[config.mk]
export PLATFORM = sky130hd
export DESIGN_NAME = bounded_queue_with_keyed_removal
export DESIGN_NICKNAME = d
export VERILOG_FILES = /design/src/sv/qkr_pkg.sv /design/src/sv/qkr_store.sv /design/src/sv/qkr_ctrl.sv /design/src/sv/bounded_queue_with_keyed_removal.sv
export SDC_FILE = /design/constraint.sdc
export NUM_CORES = 1
export LEC_CHECK = 0
export BUFFER_PORTS_ARGS = -buffer_cell sky130_fd_sc_hd__buf_2
export CAP_MARGIN = 30
export CORE_ASPECT_RATIO = 0.9
export CORE_MARGIN = 4
export CORE_UTILIZATION = 61
export DETAILED_ROUTE_END_ITERATION = 8
export GPL_TIMING_DRIVEN = 0
export PLACE_DENSITY = 0.79
export SLEW_MARGIN = 10
export SYNTH_ARGS = -nofsm -noshare
export SYNTH_HDL_FRONTEND = slang
export SYNTH_SLANG_ARGS = --single-unit
[constraint.sdc]
create_clock -name clk -period 5.9 [get_ports clk]
set_input_delay 1.18 -clock clk [delete_from_list [all_inputs] [get_ports clk]]
set_output_delay 1.18 -clock clk [all_outputs]
set_load 0.01 [all_outputs]
[src/sv/qkr_pkg.sv]
// Shared types and constants for the keyed-removal queue.
// Used by qkr_store, qkr_ctrl and bounded_queue_with_keyed_removal; depends on nothing.
package qkr_pkg;

	localparam int QUEUE_DEPTH_DEF = 16;
	localparam int ID_W = 16;
	localparam int DATA_W = 32;

	typedef enum logic [1:0] {
		REQ_PUSH   = 2'd0,
		REQ_POP    = 2'd1,
		REQ_FIND   = 2'd2,
		REQ_REMOVE = 2'd3
	} req_t;

	typedef enum logic [1:0] {
		STAT_OK      = 2'd0,
		STAT_FULL    = 2'd1,
		STAT_EMPTY   = 2'd2,
		STAT_MISSING = 2'd3
	} status_t;

	typedef struct packed {
		logic [ID_W-1:0]   id;
		logic [DATA_W-1:0] data;
	} entry_t;

	// Result handed from the sequencer to the output register.
	typedef struct packed {
		status_t           status;
		logic [DATA_W-1:0] found_data;
		logic [ID_W-1:0]   front_id;
		logic [DATA_W-1:0] front_data;
	} result_t;

endpackage

[src/sv/qkr_store.sv]
// Entry memory of the keyed-removal queue: one write port, one read port with
// registered read data. Depends on qkr_pkg.
module qkr_store #(
	parameter int QUEUE_DEPTH = qkr_pkg::QUEUE_DEPTH_DEF,
	localparam int AW = $clog2(QUEUE_DEPTH)
) (
	input  logic            clk,
	input  logic            wr_en,
	input  logic [AW-1:0]   wr_addr,
	input  qkr_pkg::entry_t wr_entry,
	input  logic            rd_en,
	input  logic [AW-1:0]   rd_addr,
	output qkr_pkg::entry_t rd_entry
);
	import qkr_pkg::*;

	entry_t mem_q [QUEUE_DEPTH];
	entry_t rd_entry_q;

	always_ff @(posedge clk) begin
		if (wr_en) begin
			mem_q[wr_addr] <= wr_entry;
		end
	end

	always_ff @(posedge clk) begin
		if (rd_en) begin
			rd_entry_q <= mem_q[rd_addr];
		end
	end

	assign rd_entry = rd_entry_q;

endmodule

[src/sv/qkr_ctrl.sv]
// Sequencer of the keyed-removal queue: one id comparator and the memory port
// are reused step by step for search and compaction. Depends on qkr_pkg.
module qkr_ctrl #(
	parameter int QUEUE_DEPTH = qkr_pkg::QUEUE_DEPTH_DEF,
	localparam int AW = $clog2(QUEUE_DEPTH),
	localparam int CW = $clog2(QUEUE_DEPTH + 1)
) (
	input  logic                           clk,
	input  logic                           arst_n,
	input  logic                           req_valid,
	output logic                           req_stall,
	input  qkr_pkg::req_t                  req_type,
	input  logic [qkr_pkg::ID_W-1:0]       req_id,
	input  logic [qkr_pkg::DATA_W-1:0]     req_data,
	output logic                           res_valid,
	input  logic                           res_ready,
	output qkr_pkg::result_t               res,
	output logic [CW-1:0]                  res_count,
	output logic                           wr_en,
	output logic [AW-1:0]                  wr_addr,
	output qkr_pkg::entry_t                wr_entry,
	output logic                           rd_en,
	output logic [AW-1:0]                  rd_addr,
	input  qkr_pkg::entry_t                rd_entry
);
	import qkr_pkg::*;

	typedef enum logic [1:0] {
		S_IDLE,
		S_SCAN,
		S_SHIFT,
		S_DONE
	} state_t;

	localparam logic [CW-1:0] DEPTH_C = CW'(QUEUE_DEPTH);

	state_t            state_q;
	logic [CW-1:0]     count_q;
	logic [CW-1:0]     rp_q;
	logic [AW-1:0]     wp_q;
	logic [AW-1:0]     la_q;
	logic              rd_pend_q;
	req_t              req_q;
	logic [ID_W-1:0]   key_q;
	status_t           status_q;
	logic [DATA_W-1:0] found_q;
	entry_t            front_q;

	logic rd_issue;
	logic hit;
	logic push_ok;

	assign rd_issue = (state_q == S_SCAN || state_q == S_SHIFT) && (rp_q < count_q);
	assign rd_en    = rd_issue;
	assign rd_addr  = rp_q[AW-1:0];
	// The one comparator: the entry read last cycle against the search key.
	assign hit      = (state_q == S_SCAN) && rd_pend_q && (rd_entry.id == key_q);
	assign push_ok  = (state_q == S_IDLE) && req_valid && (req_type == REQ_PUSH)
		&& (count_q != DEPTH_C);

	always_comb begin
		wr_en    = 1'b0;
		wr_addr  = wp_q;
		wr_entry = rd_entry;
		if (push_ok) begin
			wr_en          = 1'b1;
			wr_addr        = count_q[AW-1:0];
			wr_entry.id    = req_id;
			wr_entry.data  = req_data;
		end else if (state_q == S_SHIFT && rd_pend_q) begin
			wr_en = 1'b1;
		end
	end

	always_ff @(posedge clk or negedge arst_n) begin
		if (!arst_n) begin
			state_q   <= S_IDLE;
			count_q   <= '0;
			rd_pend_q <= 1'b0;
		end else begin
			rd_pend_q <= rd_issue;
			if (rd_issue) begin
				la_q <= rp_q[AW-1:0];
				rp_q <= rp_q + CW'(1);
			end
			unique case (state_q)
				S_IDLE: begin
					if (req_valid) begin
						req_q    <= req_type;
						key_q    <= req_id;
						found_q  <= '0;
						status_q <= STAT_OK;
						rp_q     <= '0;
						priority if (req_type == REQ_PUSH) begin
							if (count_q == DEPTH_C) begin
								status_q <= STAT_FULL;
							end else begin
								count_q <= count_q + CW'(1);
								if (count_q == '0) begin
									front_q.id   <= req_id;
									front_q.data <= req_data;
								end
							end
							state_q <= S_DONE;
						end else if (count_q == '0) begin
							status_q <= STAT_EMPTY;
							state_q  <= S_DONE;
						end else if (req_type == REQ_POP) begin
							wp_q    <= '0;
							rp_q    <= CW'(1);
							state_q <= S_SHIFT;
						end else begin
							state_q <= S_SCAN;
						end
					end
				end
				S_SCAN: begin
					if (hit) begin
						if (req_q == REQ_FIND) begin
							found_q <= rd_entry.data;
							state_q <= S_DONE;
						end else begin
							// The read already issued for the next slot feeds the shift.
							wp_q    <= la_q;
							state_q <= S_SHIFT;
						end
					end else if (!rd_issue && !rd_pend_q) begin
						status_q <= STAT_MISSING;
						state_q  <= S_DONE;
					end
				end
				S_SHIFT: begin
					if (rd_pend_q) begin
						wp_q <= wp_q + AW'(1);
						if (wp_q == '0) begin
							front_q <= rd_entry;
						end
					end
					if (!rd_issue && !rd_pend_q) begin
						count_q <= count_q - CW'(1);
						state_q <= S_DONE;
					end
				end
				S_DONE: begin
					if (res_ready) begin
						state_q <= S_IDLE;
					end
				end
				default: begin
					state_q <= S_IDLE;
				end
			endcase
		end
	end

	assign req_stall      = (state_q != S_IDLE);
	assign res_valid      = (state_q == S_DONE);
	assign res.status     = status_q;
	assign res.found_data = found_q;
	assign res.front_id   = (count_q == '0) ? '0 : front_q.id;
	assign res.front_data = (count_q == '0) ? '0 : front_q.data;
	assign res_count      = count_q;

endmodule

[src/sv/bounded_queue_with_keyed_removal.sv]
// Top level of the bounded queue with keyed search and removal.
// Instantiates qkr_ctrl and qkr_store; depends on qkr_pkg.
//
// This block keeps up to QUEUE_DEPTH entries (a 16-bit id and a 32-bit data
// handle) in arrival order, packed so that slot 0 of the entry memory is
// always the head. Each request transfer performs push, pop, find or remove
// and yields exactly one result transfer carrying the status, the found data
// (find only), the head entry, the entry count and an empty flag. Requests
// are handled one at a time by a small sequencer around one id comparator and
// a memory with a single write and a single read port. Push, and any request
// refused because the queue is full or empty, goes straight to its result
// without a memory read. Find reads one entry per cycle from the head until
// the first matching id. Pop and remove move every entry behind the removed
// one a slot toward the head, one entry per cycle through the same read port,
// so a remove costs the search plus the compaction.
// The finished result sits in an output register, so the next request may be
// taken while a result transfer is still stalled. The entry memory needs no
// clearing after reset: only slots below the entry count are ever read.
module bounded_queue_with_keyed_removal #(
	parameter int QUEUE_DEPTH = qkr_pkg::QUEUE_DEPTH_DEF,
	localparam int CW = $clog2(QUEUE_DEPTH + 1)
) (
	input  logic                       clk,
	input  logic                       arst_n,
	input  logic                       in_valid,
	output logic                       in_stall,
	input  qkr_pkg::req_t              req_type,
	input  logic [qkr_pkg::ID_W-1:0]   entry_id,
	input  logic [qkr_pkg::DATA_W-1:0] entry_data,
	output logic                       out_valid,
	input  logic                       out_stall,
	output qkr_pkg::status_t           status,
	output logic [qkr_pkg::DATA_W-1:0] found_data,
	output logic [qkr_pkg::ID_W-1:0]   front_id,
	output logic [qkr_pkg::DATA_W-1:0] front_data,
	output logic [CW-1:0]              entry_count,
	output logic                       queue_empty
);
	import qkr_pkg::*;

	localparam int AW = $clog2(QUEUE_DEPTH);

	logic          res_valid;
	logic          res_ready;
	result_t       res;
	logic [CW-1:0] res_count;
	logic          wr_en;
	logic [AW-1:0] wr_addr;
	entry_t        wr_entry;
	logic          rd_en;
	logic [AW-1:0] rd_addr;
	entry_t        rd_entry;

	logic          out_valid_q;
	result_t       out_res_q;
	logic [CW-1:0] out_count_q;

	qkr_ctrl #(
		.QUEUE_DEPTH(QUEUE_DEPTH)
	) u_ctrl (
		.clk       (clk),
		.arst_n    (arst_n),
		.req_valid (in_valid),
		.req_stall (in_stall),
		.req_type  (req_type),
		.req_id    (entry_id),
		.req_data  (entry_data),
		.res_valid (res_valid),
		.res_ready (res_ready),
		.res       (res),
		.res_count (res_count),
		.wr_en     (wr_en),
		.wr_addr   (wr_addr),
		.wr_entry  (wr_entry),
		.rd_en     (rd_en),
		.rd_addr   (rd_addr),
		.rd_entry  (rd_entry)
	);

	qkr_store #(
		.QUEUE_DEPTH(QUEUE_DEPTH)
	) u_store (
		.clk      (clk),
		.wr_en    (wr_en),
		.wr_addr  (wr_addr),
		.wr_entry (wr_entry),
		.rd_en    (rd_en),
		.rd_addr  (rd_addr),
		.rd_entry (rd_entry)
	);

	// The output register may be reloaded when it is empty or its transfer
	// completes in this cycle.
	assign res_ready = !out_valid_q || !out_stall;

	always_ff @(posedge clk or negedge arst_n) begin
		if (!arst_n) begin
			out_valid_q <= 1'b0;
		end else begin
			if (res_valid && res_ready) begin
				out_valid_q <= 1'b1;
				out_res_q   <= res;
				out_count_q <= res_count;
			end else if (!out_stall) begin
				out_valid_q <= 1'b0;
			end
		end
	end

	assign out_valid   = out_valid_q;
	assign status      = out_res_q.status;
	assign found_data  = out_res_q.found_data;
	assign front_id    = out_res_q.front_id;
	assign front_data  = out_res_q.front_data;
	assign entry_count = out_count_q;
	assign queue_empty = (out_count_q == '0);

	// A full refusal can only be reported when every slot is taken.
	a_full_means_depth : assert property (@(posedge clk) disable iff (!arst_n)
		out_valid && status == STAT_FULL |-> entry_count == CW'(QUEUE_DEPTH))
		else $error("full status with free slots");

	// An empty refusal leaves the queue empty and reports no data.
	a_empty_reported : assert property (@(posedge clk) disable iff (!arst_n)
		out_valid && status == STAT_EMPTY |-> queue_empty && found_data == '0)
		else $error("empty status on a non-empty queue");

	// The count never exceeds the capacity.
	a_count_bound : assert property (@(posedge clk) disable iff (!arst_n)
		out_valid |-> entry_count <= CW'(QUEUE_DEPTH))
		else $error("entry count above capacity");

endmodule
==> results.cfg <==
[route]
route.met3.wl_um = 12500
wl_per_cell_um = 34.1
vias_per_cell = 6.84
drc = 0
drt_wl_total_um = 104000
vias = 20900
ant_nets = 0
wirelength_met1_um = 34700
drtIter0Drc = 3310
drtPass1Iterations = 7
top_layer = met5
routed-wl-met2_um = 51800

[timing]
relSlewSlack_pct = 30.0
finalCriticalPeriod_ns = 3.80
fmax_mhz = 263
fin_ws_ns = 2.10
fin_tns_setup_ns = 0
slew_viol_final = 0
finalSetupViolCount = 0
tightestPinTransition_ns = 1.05
finalCritPeriodShare_pct = 64.5
hold_violations = 0
finClkSkew_ns = 0.0189
rsz0062_at_grt = no

[synth]
synth_seq_cells = 1025
avgSynthCellArea_um2 = 21.9
synth_compound_area_share_pct = 0.753
synth-async-reset-ratio_pct = 0.878
yosys.cell_types.count = 51
ys.flop_type = edfxtp_1
yosysWarnings = 0
synth-edff-count = 1016
synthSimpleGateAreaFrac_pct = 3.65
synth_top_family_by_area = multiplexers
netlist_area_um2 = 39500
synth_seq_area_share_pct = 77.8
synth.area.mux_share_pct = 15.4
syn_nets = 1874
syn_inst = 1805
synth-xor-area-share_pct = 0.510
synthAdderAreaFrac_pct = 0.494

[cts]
ctsResizeCount = 0
cts_buffer_depth = 3
root_buffer = clkbuf_16
clk_latency_ns = 0.67
clk_pin_slew_ns = 0.07
post_cts_buffers = 0
ctsHoldBuffers = 0
tritoncts = yes
htreeDepth = 3
cts_sinks = 1025
cts_buffers = 96

[floorplanning]
dieArea_um2 = 68900
core_area_um2 = 64200
initial_utilization_pct = 61.6
io_pins = 144
fp.dieH_um = 249
die_w_um = 276
rows = 88

[power_and_ir_drop]
p_leak_uw = 0.0151
peakVddDrop_v = 0.000283
powerDensity_nw_per_um2 = 504

[worst_hold_path]
hold_class = reg -> reg
min_path_cells = 0

[global_routing]
gr-total-overflow = 0
antenna_found_initial = 6
globalRouteTotalUtil_pct = 30.5
grt_max_degree = 56
grt_pass1_vias = 21400
grt_pass1_wl_um = 150000

[placement]
preCtsSetupSlack_ns = 1.80
place.gp.congestion = 0.797
io_buffers = 143
dp_hpwl_um = 61100

[setup_path]
cp-start-kind = register
r2r_cells = 11
critPathMaxFanout = 18
cp.arrival_ns = 4.15
worst-setup-path-type = reg -> reg
cp-end-kind = register
cp.required_ns = 6.25

[run]
cap_viol_max_count = 0

[run_status]
status = completed

[cells_and_area]
nets = 2182
final_common_cell = edfxtp_1
drive_gt1_share_pct = 30.2
syn_to_final_growth_pct = 16.2
final_cell_mix = edfxtp_1, mux4_2, nand2_1, buf_2, clkbuf_16
==> stage by stage <==
| stage | hold slack [ns] | instance area [um2] | util, % | total power, uW | instances |
|---|---|---|---|---|---|
| 4_1_cts | 0.415 | 45800 | 71.3 | 23000 | 3036 |
| 6_report | 0.416 | 45900 | 71.5 | 23100 | 3049 |
| 3_5_place_dp | 0.405 | 42800 | 66.6 | 16900 | 2859 |
| 2_1_floorplan | 0.400 | 39500 | - | 14500 | 1805 |
| 3_3_place_gp | 0.401 | 41300 | 64.4 | 16300 | 2803 |
| 5_1_grt | 0.427 | 45900 | 71.5 | 23900 | 3048 |
==> layer usage <==
layer,global-route usage [%],vias up
li1,-,8017
met1,39.8,10700
met2,49.6,1831
met3,8.23,349
met4,12.7,6
met5,0,-
==> Yosys cell counts (all sizes together), types with 4 or more instances <==
master	instances	area (um2)
a21oi	7	35.0
a22oi	5	37.5
a31oi	10	68.8
and2	83	519
and3	4	30.0
buf	41	335
clkbuf	46	173
dfrtp	9	225
edfxtp	1016	30500
ha	14	175
inv	17	63.8
mux2	48	541
mux2i	5	50.1
mux4	240	5490
nand2	155	582
nand4	4	25.0
nor2	26	100
nor2b	8	50.1
nor3	7	35.0
nor4	6	43.8
o21ai	6	30.0
xnor2	15	131
xor2	8	70.1
==> final cells by class <==
| type | count | area, um2 |
|---|---|---|
| buffer | 87 | 508 |
| timing repair buffer | 210 | 2150 |
| inverter | 17 | 63.8 |
| fill | 3430 | 18300 |
| clock inverter | 55 | 493 |
| sequential | 1025 | 30700 |
| multi-input combinational | 676 | 8370 |
| tap | 855 | 1070 |
| clock buffer | 122 | 2520 |
| antenna | 2 | 5.00 |
==> cells by family after synthesis <==
logic type	after synthesis
and+or+nand+nor	302
DFF	1025
AOI/OAI and AO/OA	43
buffers and inverters	104
adders and majority gates	15
xor gates and xnor gates	23
muxes	293
==> power breakdown <==
part | total [uW] | internal, uW | switching (uW)
combinational | 6810 | 2730 | 4080
clock | 6020 | 3340 | 2680
sequential | 10300 | 9920 | 397
total | 23100 | 16000 | 7150
==> worst max-delay path: stages (launching register included) <==
cell and delay [ns]:
dfrtp_1 0.47, inv_1 0.10, ha_1 0.25, and2_1 0.15, buf_2 0.19, and3_4 0.20
buf_6 0.14, nor4_1 0.38, a31oi_1 0.28, nor2_4 0.80, buf_12 0.29, buf_12 0.22
==> worst paths after layout <==
path | slack, ns | start | to
worst min register to register | 0.42 | u_ctrl.found_q[24] | found_data[24]
max in group asynchronous | 5.10 | arst_n | u_ctrl.res_count[1]
min in group asynchronous | 0.47 | arst_n | u_ctrl.state_q[0]
worst min-delay path | 0.42 | u_ctrl.found_q[24] | found_data[24]
worst max-delay path | 2.10 | u_ctrl.state_q[0] | u_store.mem_q[3][30]
worst max register to register | 2.10 | u_ctrl.state_q[0] | u_store.mem_q[3][30]
==> state kept, by name, summed over array words and instances (netlist names) <==
register          flops
u_ctrl.rd_pend_q      1
u_ctrl.front_q       48
entry_count           5
found_data           32
u_ctrl.la_q           4
u_ctrl.key_q         16
out_valid             1
u_ctrl.status_q       2
u_ctrl.found_q       32
u_ctrl.req_q          2
u_store.rd_entry     48
u_ctrl.state_q        2
u_ctrl.wp_q           4
front_data           32
u_store.mem_q       768
front_id             16
u_ctrl.rp_q           5
status                2
u_ctrl.res_count      5
(Power assumes the default switching activity.)
